===== src/rtl/core/cvs_ram.sv =====
// ----------------------------------------------------------------------------
// cvs_ram
// simple dual-port synchronous ram, one write and one registered read port
// ----------------------------------------------------------------------------
module cvs_ram #(
  parameter int unsigned WIDTH = 8,
  parameter int unsigned DEPTH = 16
) (
  input  logic                     clk_i,
  input  logic                     we_i,
  input  logic [$clog2(DEPTH)-1:0] waddr_i,
  input  logic [WIDTH-1:0]         wdata_i,
  input  logic [$clog2(DEPTH)-1:0] raddr_i,
  output logic [WIDTH-1:0]         rdata_o
);

  logic [WIDTH-1:0] mem [DEPTH];

  always_ff @(posedge clk_i) begin
    if (we_i) begin
      mem[waddr_i] <= wdata_i;
    end
    rdata_o <= mem[raddr_i];
  end

endmodule


===== config.mk =====
export PLATFORM = sky130hd
export DESIGN_NAME = cvs_ram
export DESIGN_NICKNAME = d
export VERILOG_FILES = /design/src/rtl/core/cvs_ram.sv
export SDC_FILE = /design/constraint.sdc
export NUM_CORES = 1
export LEC_CHECK = 0
export ABC_CLOCK_PERIOD_IN_PS = 1600
export BUFFER_PORTS_ARGS = -buffer_cell sky130_fd_sc_hd__buf_4
export CORE_ASPECT_RATIO = 1.25
export CORE_MARGIN = 1.5
export CORE_UTILIZATION = 25
export CTS_BUF_LIST = sky130_fd_sc_hd__clkbuf_4
export DETAILED_ROUTE_END_ITERATION = 12
export GPL_TIMING_DRIVEN = 0
export SLEW_MARGIN = 0
export SYNTH_ARGS = -nofsm -noshare
export SYNTH_HDL_FRONTEND = slang
export SYNTH_SLANG_ARGS = --single-unit

===== constraint.sdc =====
create_clock -name clk_i -period 1.6 [get_ports clk_i]
set_clock_uncertainty 0.05 [all_clocks]
set_input_delay 0.16 -clock clk_i [delete_from_list [all_inputs] [get_ports clk_i]]
set_output_delay 0.16 -clock clk_i [all_outputs]
set_load 0.02 [all_outputs]

# Word-level counts from Yosys, hierarchy flattened
# Memories as Yosys holds them, arrays and structs flattened. A register that Yosys moved wholly into a read port is not among the register bits.
# Cells that the tools add are included.
# totals
reg_bits	0
ramBits	128
inputBits	18
output_inout_bits	8
elab_cells	3
n_memories	1
# classes
muxes	2
# memory_table
name	words	word_bits	read_ports	rd_ports_with_merged_regs	write_ports	line	source
mem	16	8	1	1	1	17	logic [WIDTH-1:0] mem [DEPTH];
# ops
operator	n
$mux 1	2

# Logic depth before layout (Yosys ltp)
# depth
ltp_word	2
mapped_depth	5
mapped_depth_nobuf	3

# Worst setup path before layout
# Ideal clock, no wire load.
# synth_timing
path_kind	input port to flip-flop
startpoint	in waddr_i[2]
endpoint	mem mem[0][0], enable pin
setup_time_ns	0.383
t_arrival_ns	1.270
required_ns	1.167
setup_slack_ns	-0.103
path_stages	2
path_buffers	0
path_cell_list	or3b_2 > nor3_1
# synth_lines
item	line	source
start: declaration	11	input logic [$clog2(DEPTH)-1:0] waddr_i,
end: declaration	17	
# Straight into the memory's write port.

==> metrics.md <==
| Metric | Value |
|---|---|
| Outcome | `finished clean` |
| Nets | `300` |
| Largest family of logic cells by synthesized area | `multiplexers` |
| Post-Route WL | `9998 um` |
| Initial DRC count | `126` |
| Die Span X | `131.3 um` |
| Post-Synth Adder-Cell Area | `0%` |
| Clock latency on the worst-skew pair | `0.54 ns` |
| Reg2reg end | `rdata_o[2]$_DFF_P_` |
| Max Cap Violations | `0` |
| Total core area | `0.02017 mm^2` |
| Synth Area in Simple Gates | `3.184%` |
| Min cycle time layout | `1.526 ns` |
| Die height | `163.4 um` |
| Tot Pwr | `0.006268 W` |
| Clk sinks | `136` |
| Syn Nets | `247` |
| Reg2Reg Setup Slack | `0.07 ns` |
| Vias in the first global route | `2,434` |
| Antenna Nets Post-Route | `0` |
| Routed via count | `2,417` |
| Residual DRC count | `0` |
| Vias/cell | `4.270` |
| Fin. Hold Viols | `0` |
| CTS tree | `built` |
| Synth unique cells | `19` |
| Top Ports | `26` |
| Clk buf depth | `2` |
| Share of cells above drive strength 1 | `28.81%` |
| First-pass GRT wire length | `15,010 um` |
| Slew @ Worst Pin | `1.287 ns` |
| Final Instance Area | `0.005996 mm^2` |
| H-Tree Depth | `4` |
| Mux contribution to synthesized area | `15.02%` |
| Leak pwr | `1.938 nW` |
| Slowest cell delay on critical path | `0.56 ns` |
| Area of placed instances | `0.005670 mm^2` |
| Mean post-synth cell area | `22.48 um^2` |
| Critical Path End Type | `flip-flop` |
| Clock transition at the registers of the reported paths | `0.11 ns` |
| PortBufs | `24` |
| Crit Path Max Fanout | `1` |
| Min-delay src | `raddr_i[1]` |
| Cells after Synth | `229` |
| Largest area contributor in the netlist | `edfxtp_1` |
| Area growth syn-to-layout | `16.48%` |
| Die ar. | `0.02146 mm^2` |
| Gpl congestion | `0.8111` |
| CP arrival | `1.89 ns` |
| Synth top area cells | `edfxtp_1, mux4_2, mux4_1` |
| Synthesized area | `0.005147 mm^2` |
| Initial antenna violation count | `1` |
| Row count | `58` |
| Fill count | `2,039` |
| Hold crit path type | `in2reg` |
| Wire length per cell | `17.66 um` |
| Compound-gate portion of the synthesized area | `2.333%` |
| Peak supply drop | `0.4261 mV` |
| HPWL after detailed placement | `6456 um` |
| Peak Freq | `655.3 MHz` |
| Seq/Total Area, Yosys | `77.78%` |
| Synth Area in XOR/XNOR | `0%` |
| Num CTS Buffers | `17` |
| Setup violators final | `0` |
| Startpoint types | `flip-flop` |
| Initial Util | `25.51%` |
| Hold Crit Depth | `4` |
| Post-synth top area share | `74.67%` |
| Yosys warns | `0` |
| Router iterations before antenna repair | `4` |
| R2R Path Start | `mem[1][2]$_DFFE_PP_` |
| Fin crit share | `95.37%` |
| Worst EP required | `1.97 ns` |
| Worst reg2reg path depth | `3` |
| CTS Root Cell | `clkbuf_4` |
| RSZ-0062 raised after global routing | `false` |
| Power Density | `1045 mW/mm^2` |
| Max-slew headroom | `13.56%` |
| Crit Path Class | `reg2reg` |
| Post-CTS setup buffers | `0` |
| Critical path's slowest cell | `mux4_1` |
| Largest net degree at the start of global routing | `17` |
| GRT Residual Overflow | `0` |
| Final Max Tran Viols | `0` |
| Number of synthesized register bits | `136` |
| Crit-path cells | `mux4_1 -> a22oi_1 -> nand2_1` |
| Hold path endpoint | `rdata_o[0]$_DFF_P_` |
| Total GRT Usage | `10.01%` |
final cells by class:
class,instances,area (um^2),area share (%)
Sequential cell,136,4004,66.78
Multi-Input combinational cell,83,1067,17.80
Tap cell,270,337.8,5.634
Timing Repair Buffer,34,280.3,4.674
Clock buffer,24,180.2,3.005
Buffer,10,86.33,1.440
Clock inverter,8,37.54,0.6260
Antenna cell,1,2.502,0.04174
synth_stat cells:
cell             instances
buf_2                    3
or3b_2                   1
nor2_1                  13
mux4_1                  14
mux4_2                  18
nor3_1                   4
and2b_1                  1
nand3_1                  1
nand2_1                  9
buf_4                    1
a22oi_1                 16
clkdlybuf4s25_2          3
and2_1                   1
nand3b_1                 2
nor2b_1                  1
buf_6                    3
edfxtp_1               128
nand2b_1                 2
dfxtp_1                  8
worst max-delay path by stage:
stage	cells after the start	to	from	slack, ns
2_1_floorplan	2	mem[3][0]$_DFFE_PP_	waddr_i[2]	0.12
3_3_place_gp	3	mem[8][2]$_DFFE_PP_	waddr_i[2]	-0.42
3_5_place_dp	3	mem[8][2]$_DFFE_PP_	waddr_i[2]	-0.42
4_1_cts	3	rdata_o[1]$_DFF_P_	mem[1][1]$_DFFE_PP_	0.02
5_1_grt	3	rdata_o[2]$_DFF_P_	mem[1][2]$_DFFE_PP_	0.02
6_report	3	rdata_o[2]$_DFF_P_	mem[1][2]$_DFFE_PP_	0.07
through the flow:
stage          hold WS (ns)  util (%)  worst slack [ns]  cells  setup TNS (ns)
2_1_floorplan        0.2089         -            0.1239    229               0
5_1_grt             0.02438     29.72           0.02046    566               0
3_3_place_gp         0.4246     28.11           -0.4172    523          -19.43
6_report            0.08166     29.72           0.07403    566               0
3_5_place_dp         0.4464     28.11           -0.4183    523          -19.17
4_1_cts             0.04515     29.68           0.02197    565               0
worst max-delay path, delay by kind of cell, from the launching register on:
kind / cells / cell delay, ns
AND/OR/NAND/NOR: 1 / 0.09
flip-flops: 1 / 0.39
multiplexers: 1 / 0.56
AO/OA/AOI/OAI: 1 / 0.32
power by group:
group          internal [W]  switching (W)
Sequential          0.00398      0.0000189
Clock              0.000709        0.00111
Combinational      0.000200       0.000258
state kept, by name (all words and copies together), names as in the netlist:
name     cells
mem        128
rdata_o      8
metal layers:
| layer | GRT usage [%] | vias to the layer above | routed length (um) |
|---|---|---|---|
| met2 | 15.66 | 85 | 4832 |
| met4 | 3.485 | 0 | 78 |
| met3 | 4.562 | 8 | 765 |
| li1 | - | 1085 | - |
| met5 | 0 | - | 0 |
| met1 | 12.28 | 1239 | 4322 |
cell usage in the layout (no fill, tap or decap), drive strengths merged:
cell and n:
clkdlybuf4s25 3, nand2b 2, nor3 4, dlygate4sd3 10, nand2 9, buf 31, dfxtp 8, or3b 1
clkinv 8, nand3 1, a22oi 16, mux4 32, nor2b 1, diode 1, nand3b 2, and2 1
clkbuf 24, nor2 13, and2b 1, edfxtp 128
cells by family after synthesis:
kind of cell | count (synthesis)
buffers and inverters | 10
multiplexers | 32
flip-flops | 136
AND/OR/NAND/NOR | 35
AO/OA/AOI/OAI | 16
timing repair:
item / in CTS / in global routing
setup endpoints to repair: 0 / 1
resized for setup: 0 / 1
hold buffers: 10 / 0
hold endpoints to repair: 136 / 0
No activity file was read; power rests on OpenSTA's default activity.
