**config.mk**
```make
export PLATFORM = sky130hd
export DESIGN_NAME = cvs_ctrl_flat
export DESIGN_NICKNAME = d
export VERILOG_FILES = /design/src/rtl/core/cvs_pkg.sv /design/src/rtl/core/cvs_in_if.sv /design/src/rtl/core/cvs_out_if.sv /design/src/rtl/core/cvs_ctrl.sv /design/src/flat_wrapper.sv
export SDC_FILE = /design/constraint.sdc
export NUM_CORES = 1
export LEC_CHECK = 0
export BUFFER_PORTS_ARGS = -buffer_cell sky130_fd_sc_hd__buf_2
export CORE_ASPECT_RATIO = 2
export CORE_MARGIN = 2
export CORE_UTILIZATION = 30
export CTS_CLUSTER_DIAMETER = 120
export DETAILED_ROUTE_END_ITERATION = 6
export REMOVE_ABC_BUFFERS = 1
export SLEW_MARGIN = 20
export SYNTH_ARGS = -nofsm -noshare
export SYNTH_HDL_FRONTEND = slang
export SYNTH_SLANG_ARGS = --single-unit
```
**constraint.sdc**
```tcl
create_clock -name clk_i -period 12.5 [get_ports clk_i]
set_clock_uncertainty 0.1 [all_clocks]
set_input_delay 2.5 -clock clk_i [delete_from_list [all_inputs] [get_ports clk_i]]
set_output_delay 2.5 -clock clk_i [all_outputs]
set_load 0.03 [all_outputs]
```
**src/rtl/core/cvs_pkg.sv**
```systemverilog
// ----------------------------------------------------------------------------
// cvs_pkg
// shared constants, codes and types of the checkpointed visited set
// ----------------------------------------------------------------------------
package cvs_pkg;

  localparam int unsigned ID_BITS       = 12;
  localparam int unsigned REF_BITS      = 16;
  localparam int unsigned CNT_BITS      = 16;
  localparam int unsigned KIND_BITS     = 3;
  localparam int unsigned ERR_BITS      = 2;
  localparam int unsigned TBL_DEPTH     = 1 << ID_BITS;
  localparam int unsigned LOG_DEPTH     = 4096;
  localparam int unsigned LOG_AW        = $clog2(LOG_DEPTH);
  localparam int unsigned LOG_PTR_BITS  = $clog2(LOG_DEPTH + 1);
  localparam int unsigned MARK_DEPTH    = 16;
  localparam int unsigned MARK_AW       = $clog2(MARK_DEPTH);
  localparam int unsigned MARK_PTR_BITS = $clog2(MARK_DEPTH + 1);
  localparam int unsigned APB_AW        = 3;
  localparam int unsigned APB_DW        = 32;

  // operation codes
  localparam logic [KIND_BITS-1:0] KIND_PUT    = 3'd0;
  localparam logic [KIND_BITS-1:0] KIND_COUNT  = 3'd1;
  localparam logic [KIND_BITS-1:0] KIND_LOOKUP = 3'd2;
  localparam logic [KIND_BITS-1:0] KIND_SET    = 3'd3;
  localparam logic [KIND_BITS-1:0] KIND_REVERT = 3'd4;
  localparam logic [KIND_BITS-1:0] KIND_COMMIT = 3'd5;

  // error codes
  localparam logic [ERR_BITS-1:0] ERR_OK        = 2'd0;
  localparam logic [ERR_BITS-1:0] ERR_NO_MARK   = 2'd1;
  localparam logic [ERR_BITS-1:0] ERR_MARK_FULL = 2'd2;
  localparam logic [ERR_BITS-1:0] ERR_LOG_FULL  = 2'd3;

  // register word index
  localparam logic REG_REF_START = 1'b0;

  typedef struct packed {
    logic                valid;
    logic [REF_BITS-1:0] ref_num;
  } tbl_entry_t;

  localparam int unsigned TBL_WIDTH = $bits(tbl_entry_t);

  typedef struct packed {
    logic [LOG_PTR_BITS-1:0] top;
    logic [CNT_BITS-1:0]     count;
  } mark_t;

  typedef struct packed {
    logic                we;
    logic [REF_BITS-1:0] ref_start;
  } cfg_t;

  typedef struct packed {
    logic                hit;
    logic [REF_BITS-1:0] ref_value;
    logic [CNT_BITS-1:0] element_count;
    logic [ERR_BITS-1:0] error;
  } result_t;

endpackage

```
**src/rtl/core/cvs_in_if.sv**
```systemverilog
// ----------------------------------------------------------------------------
// cvs_in_if
// request channel: operation kind and process id
// ----------------------------------------------------------------------------
interface cvs_in_if;
  logic                             valid;
  logic                             ready;
  logic [cvs_pkg::KIND_BITS-1:0]    kind;
  logic [cvs_pkg::ID_BITS-1:0]      id;

  modport source (output valid, output kind, output id, input ready);
  modport sink   (input valid, input kind, input id, output ready);
endinterface

```
**src/rtl/core/cvs_out_if.sv**
```systemverilog
// ----------------------------------------------------------------------------
// cvs_out_if
// result channel: hit flag, reference number, element count, error code
// ----------------------------------------------------------------------------
interface cvs_out_if;
  logic                          valid;
  logic                          ready;
  logic                          hit;
  logic [cvs_pkg::REF_BITS-1:0]  ref_value;
  logic [cvs_pkg::CNT_BITS-1:0]  element_count;
  logic [cvs_pkg::ERR_BITS-1:0]  error;

  modport source (output valid, output hit, output ref_value, output element_count,
                  output error, input ready);
  modport sink   (input valid, input hit, input ref_value, input element_count,
                  input error, output ready);
endinterface

```
**src/rtl/core/cvs_ctrl.sv**
```systemverilog
// ----------------------------------------------------------------------------
// cvs_ctrl
// sequencer: table read-modify-write, checkpoint stack, undo-log walk
// ----------------------------------------------------------------------------
module cvs_ctrl (
  input  logic                                clk_i,
  input  logic                                rst_ni,
  cvs_in_if.sink                              item_i,
  cvs_out_if.source                           res_o,
  input  cvs_pkg::cfg_t                       cfg_i,
  output logic                                tbl_we_o,
  output logic [cvs_pkg::ID_BITS-1:0]         tbl_waddr_o,
  output logic [cvs_pkg::TBL_WIDTH-1:0]       tbl_wdata_o,
  output logic [cvs_pkg::ID_BITS-1:0]         tbl_raddr_o,
  input  logic [cvs_pkg::TBL_WIDTH-1:0]       tbl_rdata_i,
  output logic                                log_we_o,
  output logic [cvs_pkg::LOG_AW-1:0]          log_waddr_o,
  output logic [cvs_pkg::ID_BITS-1:0]         log_wdata_o,
  output logic [cvs_pkg::LOG_AW-1:0]          log_raddr_o,
  input  logic [cvs_pkg::ID_BITS-1:0]         log_rdata_i
);
  import cvs_pkg::*;

  localparam logic [1:0] ST_CLEAR = 2'd0;
  localparam logic [1:0] ST_IDLE  = 2'd1;
  localparam logic [1:0] ST_EXEC  = 2'd2;
  localparam logic [1:0] ST_WALK  = 2'd3;

  logic [1:0]               state_q, state_d;
  logic [ID_BITS-1:0]       clr_ptr_q, clr_ptr_d;
  logic [KIND_BITS-1:0]     kind_q;
  logic [ID_BITS-1:0]       id_q;
  logic [LOG_PTR_BITS-1:0]  log_top_q, log_top_d;
  logic [MARK_PTR_BITS-1:0] depth_q, depth_d;
  logic [REF_BITS-1:0]      ref_q, ref_d;
  logic [CNT_BITS-1:0]      elem_q, elem_d;
  logic [LOG_PTR_BITS-1:0]  walk_ptr_q, walk_ptr_d;
  logic                     pend_q, pend_d;
  logic [LOG_PTR_BITS-1:0]  mtop_q, mtop_d;
  logic [CNT_BITS-1:0]      mcount_q, mcount_d;
  logic                     out_valid_q, out_valid_d;
  result_t                  res_q, res_d, res_n;
  mark_t                    mark_q [MARK_DEPTH];
  logic                     mark_we;
  mark_t                    mark_wdata;
  mark_t                    mark_top;
  logic [MARK_PTR_BITS-1:0] depth_dec;
  logic [LOG_PTR_BITS-1:0]  walk_prev;
  tbl_entry_t               ent;
  tbl_entry_t               new_ent;
  logic                     accept;
  logic                     out_free;
  logic                     fin;
  logic                     depth_nz;
  logic [REF_BITS-1:0]      ref_inc;
  logic [CNT_BITS-1:0]      elem_inc;

  assign accept      = item_i.valid && item_i.ready;
  assign item_i.ready = (state_q == ST_IDLE);
  assign out_free    = !out_valid_q || res_o.ready;
  assign ent         = tbl_entry_t'(tbl_rdata_i);
  assign depth_nz    = (depth_q != '0);
  assign depth_dec   = depth_q - MARK_PTR_BITS'(1);
  assign mark_top    = mark_q[depth_dec[MARK_AW-1:0]];
  assign walk_prev   = walk_ptr_q - LOG_PTR_BITS'(1);
  assign ref_inc     = (&ref_q) ? ref_q : ref_q + REF_BITS'(1);
  assign elem_inc    = (&elem_q) ? elem_q : elem_q + CNT_BITS'(1);

  // table read address follows the request while idle, then holds
  assign tbl_raddr_o = (state_q == ST_IDLE) ? item_i.id : id_q;
  assign log_raddr_o = walk_prev[LOG_AW-1:0];

  assign new_ent.valid   = 1'b1;
  assign new_ent.ref_num = ref_q;

  always_comb begin
    state_d     = state_q;
    clr_ptr_d   = clr_ptr_q;
    log_top_d   = log_top_q;
    depth_d     = depth_q;
    ref_d       = ref_q;
    elem_d      = elem_q;
    walk_ptr_d  = walk_ptr_q;
    pend_d      = 1'b0;
    mtop_d      = mtop_q;
    mcount_d    = mcount_q;
    out_valid_d = out_valid_q && !res_o.ready;
    res_d       = res_q;
    res_n       = '0;
    fin         = 1'b0;
    tbl_we_o    = 1'b0;
    tbl_waddr_o = id_q;
    tbl_wdata_o = '0;
    log_we_o    = 1'b0;
    log_waddr_o = log_top_q[LOG_AW-1:0];
    log_wdata_o = id_q;
    mark_we     = 1'b0;
    mark_wdata.top   = log_top_q;
    mark_wdata.count = elem_q;

    case (state_q)
      ST_CLEAR: begin
        tbl_we_o    = 1'b1;
        tbl_waddr_o = clr_ptr_q;
        clr_ptr_d   = clr_ptr_q + ID_BITS'(1);
        if (&clr_ptr_q) begin
          state_d = ST_IDLE;
        end
      end
      ST_IDLE: begin
        if (accept) begin
          state_d = ST_EXEC;
        end
      end
      ST_EXEC: begin
        if (out_free) begin
          fin     = 1'b1;
          state_d = ST_IDLE;
          case (kind_q)
            KIND_PUT: begin
              if (ent.valid) begin
                res_n.ref_value = ent.ref_num;
                ref_d           = ref_inc;
              end else if (depth_nz && (log_top_q == LOG_PTR_BITS'(LOG_DEPTH))) begin
                res_n.error = ERR_LOG_FULL;
              end else begin
                if (depth_nz) begin
                  log_we_o  = 1'b1;
                  log_top_d = log_top_q + LOG_PTR_BITS'(1);
                end
                tbl_we_o        = 1'b1;
                tbl_wdata_o     = new_ent;
                res_n.hit       = 1'b1;
                res_n.ref_value = ref_q;
                ref_d           = ref_inc;
                elem_d          = elem_inc;
              end
            end
            KIND_COUNT: begin
              elem_d = elem_inc;
            end
            KIND_LOOKUP: begin
              if (ent.valid) begin
                res_n.hit       = 1'b1;
                res_n.ref_value = ent.ref_num;
              end
            end
            KIND_SET: begin
              if (depth_q == MARK_PTR_BITS'(MARK_DEPTH)) begin
                res_n.error = ERR_MARK_FULL;
              end else begin
                mark_we = 1'b1;
                depth_d = depth_q + MARK_PTR_BITS'(1);
              end
            end
            KIND_REVERT: begin
              if (!depth_nz) begin
                res_n.error = ERR_NO_MARK;
              end else begin
                // pop the mark and start the log walk
                fin        = 1'b0;
                state_d    = ST_WALK;
                depth_d    = depth_dec;
                mtop_d     = mark_top.top;
                mcount_d   = mark_top.count;
                walk_ptr_d = log_top_q;
              end
            end
            KIND_COMMIT: begin
              if (!depth_nz) begin
                res_n.error = ERR_NO_MARK;
              end else begin
                depth_d = depth_dec;
                if (depth_dec == '0) begin
                  log_top_d = '0;
                end
              end
            end
            default: begin
            end
          endcase
        end
      end
      ST_WALK: begin
        // log data from the previous cycle clears its table entry
        if (pend_q) begin
          tbl_we_o    = 1'b1;
          tbl_waddr_o = log_rdata_i;
          tbl_wdata_o = '0;
          if (ref_q != '0) begin
            ref_d = ref_q - REF_BITS'(1);
          end
        end
        if (walk_ptr_q > mtop_q) begin
          walk_ptr_d = walk_prev;
          pend_d     = 1'b1;
        end else if (!pend_q && out_free) begin
          fin       = 1'b1;
          state_d   = ST_IDLE;
          elem_d    = mcount_q;
          log_top_d = walk_ptr_q;
        end
      end
      default: begin
        state_d = ST_IDLE;
      end
    endcase

    res_n.element_count = elem_d;
    if (fin) begin
      out_valid_d = 1'b1;
      res_d       = res_n;
    end

    if (cfg_i.we) begin
      ref_d = cfg_i.ref_start;
    end
  end

  always_ff @(posedge clk_i or negedge rst_ni) begin
    if (!rst_ni) begin
      state_q     <= ST_CLEAR;
      clr_ptr_q   <= '0;
      log_top_q   <= '0;
      depth_q     <= '0;
      ref_q       <= '0;
      elem_q      <= '0;
      walk_ptr_q  <= '0;
      pend_q      <= 1'b0;
      out_valid_q <= 1'b0;
    end else begin
      state_q     <= state_d;
      clr_ptr_q   <= clr_ptr_d;
      log_top_q   <= log_top_d;
      depth_q     <= depth_d;
      ref_q       <= ref_d;
      elem_q      <= elem_d;
      walk_ptr_q  <= walk_ptr_d;
      pend_q      <= pend_d;
      out_valid_q <= out_valid_d;
    end
  end

  always_ff @(posedge clk_i) begin
    if (accept) begin
      kind_q <= item_i.kind;
      id_q   <= item_i.id;
    end
    mtop_q   <= mtop_d;
    mcount_q <= mcount_d;
    res_q    <= res_d;
    if (mark_we) begin
      mark_q[depth_q[MARK_AW-1:0]] <= mark_wdata;
    end
  end

  assign res_o.valid         = out_valid_q;
  assign res_o.hit           = res_q.hit;
  assign res_o.ref_value     = res_q.ref_value;
  assign res_o.element_count = res_q.element_count;
  assign res_o.error         = res_q.error;

endmodule

```
**src/flat_wrapper.sv**
```systemverilog
// flat-port wrapper written by rule: the top's interface ports become plain ports
module cvs_ctrl_flat import cvs_pkg::*;
  (clk_i, rst_ni, cfg_i, tbl_we_o, tbl_waddr_o, tbl_wdata_o, tbl_raddr_o, tbl_rdata_i, log_we_o, log_waddr_o, log_wdata_o, log_raddr_o, log_rdata_i, item_i_valid, item_i_kind, item_i_id, item_i_ready, res_o_valid, res_o_hit, res_o_ref_value, res_o_element_count, res_o_error, res_o_ready);
  cvs_in_if item_i_i ();
  cvs_out_if res_o_i ();
  input  logic clk_i;
  input  logic rst_ni;
  input  cvs_pkg::cfg_t cfg_i;
  output logic tbl_we_o;
  output logic [cvs_pkg::ID_BITS-1:0] tbl_waddr_o;
  output logic [cvs_pkg::TBL_WIDTH-1:0] tbl_wdata_o;
  output logic [cvs_pkg::ID_BITS-1:0] tbl_raddr_o;
  input  logic [cvs_pkg::TBL_WIDTH-1:0] tbl_rdata_i;
  output logic log_we_o;
  output logic [cvs_pkg::LOG_AW-1:0] log_waddr_o;
  output logic [cvs_pkg::ID_BITS-1:0] log_wdata_o;
  output logic [cvs_pkg::LOG_AW-1:0] log_raddr_o;
  input  logic [cvs_pkg::ID_BITS-1:0] log_rdata_i;
  input wire logic [$bits(item_i_i.valid)-1:0] item_i_valid;
  input wire logic [$bits(item_i_i.kind)-1:0] item_i_kind;
  input wire logic [$bits(item_i_i.id)-1:0] item_i_id;
  output wire logic [$bits(item_i_i.ready)-1:0] item_i_ready;
  output wire logic [$bits(res_o_i.valid)-1:0] res_o_valid;
  output wire logic [$bits(res_o_i.hit)-1:0] res_o_hit;
  output wire logic [$bits(res_o_i.ref_value)-1:0] res_o_ref_value;
  output wire logic [$bits(res_o_i.element_count)-1:0] res_o_element_count;
  output wire logic [$bits(res_o_i.error)-1:0] res_o_error;
  input wire logic [$bits(res_o_i.ready)-1:0] res_o_ready;
  assign item_i_i.valid = item_i_valid;
  assign item_i_i.kind = item_i_kind;
  assign item_i_i.id = item_i_id;
  assign item_i_ready = item_i_i.ready;
  assign res_o_valid = res_o_i.valid;
  assign res_o_hit = res_o_i.hit;
  assign res_o_ref_value = res_o_i.ref_value;
  assign res_o_element_count = res_o_i.element_count;
  assign res_o_error = res_o_i.error;
  assign res_o_i.ready = res_o_ready;
  cvs_ctrl u_core (.clk_i(clk_i), .rst_ni(rst_ni), .item_i(item_i_i), .res_o(res_o_i), .cfg_i(cfg_i), .tbl_we_o(tbl_we_o), .tbl_waddr_o(tbl_waddr_o), .tbl_wdata_o(tbl_wdata_o), .tbl_raddr_o(tbl_raddr_o), .tbl_rdata_i(tbl_rdata_i), .log_we_o(log_we_o), .log_waddr_o(log_waddr_o), .log_wdata_o(log_wdata_o), .log_raddr_o(log_raddr_o), .log_rdata_i(log_rdata_i));
endmodule
```
Word level (Yosys, flattened, before mapping)
Memory sizes are Yosys's and may differ from the RTL's. A register that Yosys moved wholly into a read port is not among the register bits.
Index checks and enable logic that the tools add are counted.
- logic and storage cells: 170
- memories: 1
- RAM bits: 464
- input port bits: 65
- output and inout bits: 116
- bits in registers: 129
- memories (memory ; depth ; bits a word ; rd ports ; clocked after Yosys merged registers in ; write ports ; line ; RTL):
    u_core.mark_q ; 16 ; 29 ; 1 ; 1 ; 1 ; cvs_ctrl.sv:43 ; mark_t mark_q [MARK_DEPTH];
- reduce and logical (&&, ||, !) cells: 27
- add/sub/neg operators: 8
- magnitude comparators: 1
- equality and inequality tests: 31
- mux-type cells: 87
- operators by type and width (cell ; number):
    16-bit 2-to-1 mux ; 15
    13-bit 2-to-1 mux ; 12
    17-bit 2-to-1 mux ; 6
    16-bit one-hot mux with 2 select lines ; 3
    13-bit one-hot mux with 2 select lines ; 3
    17-bit one-hot mux with 2 select lines ; 1
    16-bit by 1-bit adder with 16-bit output (second input constant) ; 2
    16-bit AND reduction ; 2
    1-bit 2-to-1 mux ; 27
    12-bit 2-to-1 mux ; 2
    12-bit one-hot mux with 2 select lines ; 1
    3-bit by 2-bit inequality test with 1-bit output (second input constant) ; 7
    2-bit 2-to-1 mux ; 10
    16-bit nonzero test ; 1
    16-bit by 1-bit subtractor with 16-bit output (second input constant) ; 1
    5-bit AND reduction ; 3
    13-bit by 1-bit adder with 13-bit output (second input constant) ; 1
    13-bit == test (second input constant) ; 1
    13-bit > comparator ; 1
    13-bit by 1-bit subtractor with 13-bit output (second input constant) ; 1
    12-bit by 1-bit adder with 12-bit output (second input constant) ; 1
    2-bit by 1-bit inequality test with 1-bit output (second input constant) ; 6
    12-bit AND reduction ; 1
    5-bit 2-to-1 mux ; 2
    other kinds (30) ; 44

Depth between registers and ports, before layout
Gate-level depths: netlist (run 1).
- depth in word-level cells: 8
- gate-level depth with buffers: 12

Worst setup path after synthesis (run 1)
No wires, ideal clock.
- path kind: input-to-output
- from: in res_o_ready
- to: out tbl_we_o
- stages on the path: 8
- data required time: 9.900 ns
- data arrival time: 4.197 ns
- buffers on the path: 2
- setup slack: 5.703 ns
- cell sequence: nor2b_1 > clkbuf_1 > nor2_1 > nand2_1 > nor2_1 > clkbuf_1 > nor2_1 > a21oi_1
- word-level cells in the longest chain between the ends: 3
- ends and longest elaborated chain (item ; line ; RTL):
    from (decl) ; flat_wrapper.sv:28 ; input wire logic [$bits(res_o_i.ready)-1:0] res_o_ready;
    1-bit logical OR ; cvs_ctrl.sv:60 ; assign out_free = !out_valid_q || res_o.ready;
    1-bit 2-to-1 mux ; cvs_ctrl.sv:116 ; if (out_free) begin
    1-bit one-hot mux with 3 select lines ; cvs_ctrl.sv:101 ; case (state_q)
    to (decl) ; flat_wrapper.sv:9 ; output logic tbl_we_o;
No other way between the ends.

Worst setup path after layout (run 1)
- from: in res_o_ready
- to: out tbl_wdata_o[12] in the netlist's numbering
- word-level cells in the longest chain between the ends: 3
- ends and longest elaborated chain (item ; line ; RTL):
    1-bit logical OR ; cvs_ctrl.sv:60 ;
    17-bit 2-to-1 mux ; cvs_ctrl.sv:116 ;
    17-bit 2-to-1 mux ; -- ;
    to (decl) ; flat_wrapper.sv:11 ; output logic [cvs_pkg::TBL_WIDTH-1:0] tbl_wdata_o;
No other way between the ends.

==> impl_metrics.tcl, run 1 <==
set metrics [dict create \
    drtAntennaViolNets 0 \
    finalSetupTns_ps 0 \
    antenna_found_initial 0 \
    fin_area_mm2 0.0312 \
    p_seq_share_pct 39.2 \
    finalCritPeriodShare_pct 55.6 \
    max_cap_violations 0 \
    peakVddDrop_v 0.000181 \
    drtIter0Drc 1276 \
    grt_usage_pct 14.7 \
    rsz0062_at_grt "no" \
    regToRegEndpoint "u_core.mark_q[1][21]$_DFFE_PP_" \
    netlist_top_cells_area "edfxtp_1 61%, mux4_2 12%, dfrtp_1 7.4%" \
    power.density_mw_per_mm2 244 \
    numCtsBuffers 53 \
    first_pass_iters 5 \
    wl_per_cell_um 22.5 \
    final_cell_mix "543 x edfxtp_1, 179 x buf_2, 145 x mux4_2" \
    areaGrowthSynthToFinish_pct 16.4 \
    cp_slowest_cell "nor2_1" \
    seq_area_frac_synth_pct 68.1 \
    crit_type "input port to output pin" \
    yosysWarnings 0 \
    core_area_mm2 0.0890 \
    crit_arrival_ps 4340 \
    slew_headroom_pct 32.0 \
    clock_path_buffers 3 \
    grt_overflow 0 \
    cp_max_fo 17 \
    min_path_type "flip-flop to flip-flop" \
    fillCellCount 8350 \
    p_comb_share_pct 36.6 \
    grt_pass1_wl_um 102000 \
    synth_ff_type "edfxtp_1" \
    synth_cells 1639 \
    drive_above_1_share_pct 26.9 \
    start_util_pct 30.2 \
    clkTransAtPathRegs_ps 70 \
    vias 15600 \
    dpl_cell_area_mm2 0.0293 \
    gp_congestion 0.890 \
    ys_ff_latch 622 \
    crit_required_ps 9900 \
    via_per_inst 5.14 \
    cts_tree "yes" \
    rows 155 \
    drv_slew 0 \
    port-buffer-count 180 \
    critical_path.max_stage_delay_ps 790 \
    fin_crit_ps 6940 \
    p_switching_mw 2.72 \
    root_buffer "clkbuf_16" \
    crit_end "tbl_wdata_o[12]" \
    dpl.hpwl_um 43400 \
    start_kind "input port" \
    cp-end-kind "output pin" \
    postCtsHoldBufs 0 \
    swShare_pct 35.7 \
    final_common_cell "edfxtp_1" \
    wl_um 68500 \
    p_total_mw 7.62 \
    ys_async_sr_fraction_pct 12.7 \
    cts_setup_buffers 0 \
    antenna_cells 0 \
    reg2reg_depth 7 \
    hold_viol_final 0 \
    synth_edf_count 543 \
    synth.top_cell.area_share_pct 60.7 \
    grt_max_degree 102 \
    cts_resized 0 \
    dieHeight_um 427 \
    nNetsFinal 1932 \
    status "completed" \
    r2r_setup_slack_ps 7960 \
    r2r_start "u_core.state_q[0]$_DFFE_PN0P_" \
    final_util_pct 35.1 \
    clockPowerShare_pct 24.2 \
    clock_latency_ps 610 \
    synth.distinct_cells 74 \
    die_w_um 216 \
    worst_pin_slew_ps 1020 \
    clock_sinks 622 \
    timing.fmax_mhz 144 \
    ios 181 \
    startpoint "res_o_ready" \
    drt_drc_violations_left 0 \
    p_int_mw 4.90 \
    grt_pass1_vias 16400 \
    syn_area_mm2 0.0269 \
    synth_top_area_cell "edfxtp_1" \
    dieArea_mm2 0.0921 \
    finalSetupViolations 0 \
    avgSynthCellArea_um2 16.4 \
    h-tree-depth 2 \
    power.leakage_nw 10.9 \
    worstPathCellList "buf_2 -> nor2b_1 -> nor2_1 -> nand2_1 -> nor2_1 -> and2_1 -> buf_2" \
]
-- area by class of cell --
type	count	area, um2	share of cell area (%)
Tap cell	1177	1470	4.71
Clock buffer	64	1390	4.44
Multi-Input combinational cell	874	8140	26.1
Timing Repair Buffer	222	1230	3.94
Inverter	50	188	0.601
Clock inverter	35	538	1.72
Sequential cell	622	18300	58.5
-- power by group through the flow --
| stage | Combinational [mW] | Clock [mW] | Sequential [mW] |
|---|---|---|---|
| floorplan | 1.90 | 0 | 3.14 |
| global placement | 2.78 | 0 | 3.01 |
| detailed placement | 2.83 | 0 | 3.03 |
| CTS | 2.84 | 1.88 | 2.98 |
| global route | 2.99 | 1.94 | 3.02 |
| finish | 2.79 | 1.84 | 2.99 |
-- sequential cells by signal, summed over array words and instances, names as in the netlist, 2 cells and up --
signal,flops
u_core.res_o.ref_value,16
u_core.clr_ptr_q,12
u_core.res_o.element_count,16
u_core.mcount_q,16
u_core.res_o.error,2
u_core.mark_q,464
u_core.ref_q,16
u_core.state_q,2
u_core.mtop_q,13
u_core.walk_ptr_q,13
u_core.elem_q,16
u_core.log_wdata_o,12
u_core.kind_q,3
u_core.log_top_q,13
u_core.depth_q,5
-- critical path: cells and delay by family --
family | cells | cell delay (ps)
buffers and inverters | 2 | 310
and+or+nand+nor | 5 | 1520
-- metal layers --
layer  vias to the layer above  global-route usage, %  routed length (um)
met3                       141                   2.33                3790
met5                         -                      0                   0
met2                       601                   27.7               36600
li1                       6844                      -                   -
met4                         0                   6.30                2840
met1                      8050                   16.3               25300
-- metrics by stage --
| step | cells | worst slack, ps | hold WS, ps |
|---|---|---|---|
| global route | 3044 | 5360 | 449 |
| CTS | 3044 | 5530 | 412 |
| detailed placement | 2945 | 5550 | 400 |
| floorplan | 1546 | 2970 | 366 |
| finish | 3044 | 5560 | 413 |
| global placement | 2945 | 5640 | 392 |
-- worst min-delay path by stage --
| stage | startpoint | to | slack, ps | depth (start not counted) |
|---|---|---|---|---|
| floorplan | u_core.clr_ptr_q[2]$_DFFE_PN0P_ | u_core.clr_ptr_q[2]$_DFFE_PN0P_ | 370 | 1 |
| global placement | u_core.clr_ptr_q[2]$_DFFE_PN0P_ | u_core.clr_ptr_q[2]$_DFFE_PN0P_ | 390 | 1 |
| detailed placement | u_core.clr_ptr_q[11]$_DFFE_PN0P_ | u_core.clr_ptr_q[11]$_DFFE_PN0P_ | 400 | 1 |
| CTS | u_core.clr_ptr_q[11]$_DFFE_PN0P_ | u_core.clr_ptr_q[11]$_DFFE_PN0P_ | 410 | 1 |
| global route | u_core.clr_ptr_q[10]$_DFFE_PN0P_ | u_core.clr_ptr_q[10]$_DFFE_PN0P_ | 450 | 1 |
| finish | u_core.clr_ptr_q[11]$_DFFE_PN0P_ | u_core.clr_ptr_q[11]$_DFFE_PN0P_ | 410 | 1 |
-- cells in the mapped netlist (10+ instances only) --
library cell and number:
xnor2_1 22, o22ai_1 11, nor3_1 35, buf_2 10, ha_1 43, nand2_1 118, clkbuf_1 56, o21ai_1 10
o21ai_0 75, edfxtp_1 543, a21oi_1 42, xor2_1 24, mux4_2 145, nand4_1 23, inv_1 49, mux2i_1 27
nand3_1 34, nor2_1 60, nor4_1 12, and2_1 21, buf_4 12, a221o_1 14, a21o_1 19, buf_1 14
dfrtp_1 79
-- kinds of logic after synthesis --
logic type,share of synthesized area (%)
DFF,68.1
and+or+nand+nor,6.63
AOI/OAI and AO/OA,5.92
muxes,13.5
buffers and inverters,2.24
xor gates and xnor gates,1.50
adders and majority gates,2.08
Note: power is estimated with default switching activity, not from simulation.
==> run 2: changes to the inputs <==
Settings changed: ABC_AREA set to 1.
Clock period 12.5 ns to 6.3 ns, I/O delays scaled along.
==> impl_metrics.tcl, run 2 <==
set metrics [dict create \
    status "completed" \
    hold_viol_final 0 \
    wl_um 80800 \
    die_w_um 221 \
    fin_hold_ws_ps 400 \
    synth_edf_count 543 \
    final_cell_mix "543 x edfxtp_1, 429 x nand2_1, 337 x nor2_1" \
    core_area_mm2 0.0937 \
    ys_async_sr_fraction_pct 12.7 \
    dpl.cell_count 3896 \
    seq_area_frac_synth_pct 64.5 \
    rows 159 \
    port-buffer-count 180 \
    max_cap_violations 0 \
    root_buffer "clkbuf_16" \
    cp_max_fo 93 \
    grt_busiest_layer "met2" \
    min_path_type "flip-flop to flip-flop" \
    pre_cts_slack_ps 2000 \
    h-tree-depth 2 \
    clkTransAtPathRegs_ps 70 \
    syn_area_mm2 0.0283 \
    drt_drc_violations_left 0 \
    grt_use_met2_pct 31.4 \
    areaGrowthSynthToFinish_pct 14.1 \
    ys_ff_latch 622 \
    drive_above_1_share_pct 13.2 \
    setup_ws_ps 1560 \
    avgSynthCellArea_um2 10.9 \
    final_util_pct 34.5 \
    fillCellCount 9264 \
    finalSetupViolations 0 \
    dieHeight_um 439 \
    start_util_pct 30.2 \
    crit_required_ps 4940 \
    finalCritPeriodShare_pct 75.3 \
    timing.fmax_mhz 211 \
    grt_pass1_vias 20400 \
    grt_pass1_wl_um 122000 \
    instances_no_fill 3991 \
    clock_latency_ps 620 \
    worst_pin_slew_ps 1110 \
    synth.top_cell.area_share_pct 57.6 \
    wl_per_cell_um 20.3 \
    grt_max_degree 118 \
    gp_congestion 0.872 \
    synthTopCellsByCount "543 x edfxtp_1, 429 x nand2_1, 353 x nor2_1, 272 x o21ai_0, 172 x inv_1" \
    synth_ff_type "edfxtp_1" \
    grt_use_met3_pct 1.87 \
    synth_top_area_cell "edfxtp_1" \
    synth_cells 2610 \
    power.leakage_nw 11.6 \
    drtIter0Drc 1561 \
    dpl.hpwl_um 53900 \
    largest_reg_flops 464 \
    finalSetupTns_ps 0 \
    rsz0062_at_grt "no" \
    slew_headroom_pct 25.9 \
    peakVddDrop_v 0.000206 \
    r2r_setup_slack_ps 2210 \
    hold_depth 2 \
    cp-end-kind "output pin" \
    regToRegEndpoint "u_core.res_o.ref_value[15]$_SDFFCE_PN0P_" \
    antenna_found_initial 4 \
    first_pass_iters 5 \
    power.density_mw_per_mm2 244 \
    postCtsHoldBufs 0 \
    ios 181 \
    crit_type "flip-flop to output pin" \
    netlist_top_cells_area "edfxtp_1 58%, dfrtp_1 7.0%, nand2_1 5.7%" \
    yosysWarnings 0 \
    cts_resized 0 \
    drtAntennaViolNets 0 \
    r2r_start "u_core.walk_ptr_q[12]$_DFFE_PN0P_" \
    grt_usage_pct 16.3 \
    start_kind "flip-flop" \
    min_from "u_core.walk_ptr_q[0]$_DFFE_PN0P_" \
    clock_path_buffers 3 \
    synth.distinct_cells 48 \
    cts_tree "yes" \
    crit_arrival_ps 3380 \
    met1_usage_pct 17.1 \
    nNetsFinal 2851 \
    numCtsBuffers 50 \
    worstHoldEndpoint "u_core.walk_ptr_q[0]$_DFFE_PN0P_" \
    grt_overflow 0 \
    final_common_cell "edfxtp_1" \
    fin_crit_ps 4740 \
    vias 20300 \
    dieArea_mm2 0.0971 \
    drv_slew 0 \
    cts_setup_buffers 0 \
    via_per_inst 5.08 \
    reg2reg_depth 10 \
    clock_sinks 622 \
    yosysMostFrequentCell "edfxtp_1" \
]
==> run 2: changes by cell type in the layout (fill, tap and decap cells not counted), moves of 20 or more <==
cell      before  now
o221ai_1       9   32
and2_1        21    0
inv_1         49  172
nor3_1        30   50
o21ai_1       10   40
nand3_1       34  114
mux4_2       145    0
o32ai_1        0   29
nor2_1        48  337
nand2_1      118  429
o22ai_1       11   90
o21ai_0       74  272
mux2i_1       27   60
==> run 2: cell families (layout without fill, tap and decap cells) <==
kind of cell    after synthesis  count (layout)  share of synthesized area [%]
compound gates              508             508                           10.3
xor+xnor                     32              32                           1.06
fa+ha+maj                    44              44                           1.97
buf+inv                     327             500                           4.88
flops                       622             622                           64.5
mux                          60              60                           2.12
other cells                   0               1                              0
simple gates               1017            1017                           15.1
==> run 2: critical path: stages, from the launching register on <==
cell and delay [ps]:
dfrtp_4 620, inv_6 610, ha_4 270, nand3_2 120, nand3_1 190, nand2_2 120
nor2_2 200, inv_2 240, nor2_1 160, buf_2 210
==> run 2: layout make-up <==
type | instances | area, um2 | area share (%)
Timing Repair Buffer | 230 | 1330 | 4.12
Multi-Input combinational cell | 1661 | 8810 | 27.3
Tap cell | 1207 | 1510 | 4.67
Antenna cell | 1 | 2.50 | 0.00774
Sequential cell | 622 | 18300 | 56.6
Inverter | 177 | 669 | 2.07
Clock buffer | 57 | 1300 | 4.01
Clock inverter | 36 | 407 | 1.26
==> run 2: metal layers <==
layer / part of all wire, % / vias to the layer above
met5: 0.016 / -
li1: - / 9500
met1: 36 / 9948
met3: 4.6 / 180
met4: 5.3 / 2
met2: 54 / 632
==> run 2: power by group <==
group          total (mW)  internal, mW  switching (mW)  leakage [nW]
clock network        3.31          1.76            1.55         0.811
registers            4.44          4.43          0.0124          5.53
logic               0.136        0.0480          0.0881          5.29
==> run 2: worst max-delay path by stage <==
stage	slack (ps)	depth (start not counted)	startpoint	end
floorplan	-5810	6	u_core.depth_q[0]$_DFFE_PN0P_	u_core.mcount_q[10]$_DFFE_PP_
global placement	2030	10	res_o_ready	tbl_wdata_o[6]
detailed placement	2000	10	res_o_ready	tbl_wdata_o[5]
CTS	1510	9	u_core.depth_q[0]$_DFFE_PN0P_	tbl_wdata_o[5]
global route	1360	9	u_core.depth_q[0]$_DFFE_PN0P_	tbl_wdata_o[5]
finish	1560	9	u_core.depth_q[0]$_DFFE_PN0P_	tbl_wdata_o[5]
==> run 2: metrics by stage <==
stage	area (um2)	total power, mW
after floorplan	27600	4.61
after global placement	30600	4.67
after detailed placement	30600	4.67
after CTS	32300	7.95
after global routing	32300	8.10
final	32300	7.89
==> run 3: changes to the inputs <==
Clock period 6.3 ns to 5 ns, I/O delays scaled along.
==> impl_metrics.tcl, run 3 (synthesis gave the netlist of run 2 again) <==
set metrics [dict create \
    clkTransAtPathRegs_ps 70 \
    r2r_setup_slack_ps 1130 \
    drv_slew 0 \
    fin_crit_ps 4230 \
    p_comb_share_pct 1.7 \
    finalSetupViolations 0 \
    rows 159 \
    dieArea_mm2 0.0971 \
    multiInputGateArea_mm2 0.00881 \
    crit_required_ps 3900 \
    postCtsHoldBufs 0 \
    cp_max_fo 42 \
    final_cell_mix "543 x edfxtp_1, 429 x nand2_1, 337 x nor2_1" \
    wl_per_cell_um 20.7 \
    power.density_mw_per_mm2 309 \
    port-buffer-count 180 \
    hold_viol_final 0 \
    final_common_cell "edfxtp_1" \
    first_pass_iters 5 \
    worstPathCellList "inv_6 -> ha_4 -> nand3_2 -> nand3_1 -> nand2_2 -> nor2_2 -> inv_2 -> nor2_1 -> buf_2" \
    crit_type "flip-flop to output pin" \
    seq_area_mm2 0.0183 \
    cp_top_family "simple AND/OR/NAND/NOR gates" \
    drtIter0Drc 1501 \
    p_seq_share_pct 55.7 \
    root_buffer "clkbuf_16" \
    critical_path.max_stage_delay_ps 530 \
    cp-end-kind "output pin" \
    timing.critical_path.buf_inv 3 \
    start_util_pct 30.2 \
    cts_resized 0 \
    power.leakage_nw 11.8 \
    slew_headroom_pct 28.5 \
    start_kind "flip-flop" \
    grt_max_degree 114 \
    nNetsFinal 2874 \
    largest_reg_flops 464 \
    crit_arrival_ps 3130 \
    ios 181 \
    cp_slowest_cell "dfrtp_4" \
    die_w_um 221 \
    regToRegEndpoint "u_core.res_o.element_count[4]$_DFFE_PP_" \
    fin_hold_ws_ps 356 \
    drt_drc_violations_left 0 \
    drive_above_1_share_pct 13.7 \
    via_per_inst 5.05 \
    fillCellCount 9239 \
    finalSetupTns_ps 0 \
    worst_pin_slew_ps 1070 \
    r2r_start "u_core.walk_ptr_q[12]$_DFFE_PN0P_" \
    numCtsBuffers 51 \
    antenna_found_initial 0 \
    cts_setup_buffers 0 \
    areaGrowthSynthToFinish_pct 14.8 \
    p_total_mw 10.1 \
    peakVddDrop_v 0.000242 \
    dpl.hpwl_um 57600 \
    finalCritPeriodShare_pct 84.7 \
    grt_pass1_wl_um 125000 \
    max_cap_violations 0 \
    clockPowerShare_pct 42.6 \
    core_area_mm2 0.0937 \
    p_int_mw 8.02 \
    timing.fmax_mhz 236 \
    min_path_type "input port to asynchronous set/reset pin" \
    gp_congestion 0.897 \
    reg2reg_depth 10 \
    vias 20300 \
    clock_sinks 622 \
    status "completed" \
    h-tree-depth 2 \
    clock_path_buffers 3 \
    grt_usage_pct 16.8 \
    grt_overflow 0 \
    wl_um 83100 \
    cts_tree "yes" \
    drtAntennaViolNets 0 \
    grt_pass1_vias 20700 \
    p_switching_mw 2.03 \
    dieHeight_um 439 \
    clock_latency_ps 620 \
    swShare_pct 20.2 \
    rsz0062_at_grt "no" \
]
## run 3: stage by stage
| step | setup slack (ps) | cell area (um2) | cells | util [%] |
|---|---|---|---|---|
| floorplan | -7110 | 27600 | 2460 | - |
| global placement | 1200 | 30800 | 3919 | 32.8 |
| detailed placement | 1070 | 30800 | 3919 | 32.8 |
| CTS | 725 | 32500 | 4014 | 34.7 |
| global route | 507 | 32500 | 4014 | 34.7 |
| finish | 767 | 32500 | 4015 | 34.7 |
## run 3: final cells by class
type / count / area share, %
clock buffer: 65 / 4.24
clock inverter: 30 / 1.16
sequential: 622 / 56.2
multi-input combinational: 1661 / 27.1
antenna: 1 / 0.00769
inverter: 177 / 2.06
tap: 1207 / 4.64
timing repair buffer: 252 / 4.59
## run 3: power by group through the flow
stage	clock network, mW	logic [mW]	registers [mW]
6_report	4.29	0.171	5.60
5_1_grt	4.51	0.196	5.60
4_1_cts	4.37	0.173	5.60
3_5_place_dp	0	0.172	5.71
3_3_place_gp	0	0.170	5.71
2_1_floorplan	0	0.0979	5.71
## run 3: how the worst max path moves through the flow
stage                                            startpoint                                  endpoint  slack [ps]  depth (start not counted)
after floorplan               u_core.depth_q[0]$_DFFE_PN0P_             u_core.mcount_q[10]$_DFFE_PP_       -7110                          6
after global placement    u_core.walk_ptr_q[12]$_DFFE_PN0P_  u_core.res_o.ref_value[12]$_SDFFCE_PN0P_        1200                         10
after detailed placement  u_core.walk_ptr_q[12]$_DFFE_PN0P_   u_core.res_o.ref_value[4]$_SDFFCE_PN0P_        1070                         10
after CTS                     u_core.depth_q[0]$_DFFE_PN0P_                           tbl_wdata_o[15]         720                          9
after global routing        u_core.log_top_q[0]$_DFFE_PN0P_                           tbl_wdata_o[15]         510                         10
final                         u_core.depth_q[0]$_DFFE_PN0P_                           tbl_wdata_o[15]         770                          9
## run 3: per-layer routing
layer / part of all wire, % / GRT usage [%] / vias to the layer above
met5: 0 / 0 / -
met4: 5.8 / 9.48 / 0
met3: 4.5 / 1.97 / 203
met2: 54 / 32.5 / 665
met1: 35 / 17.2 / 9873
li1: - / - / 9538
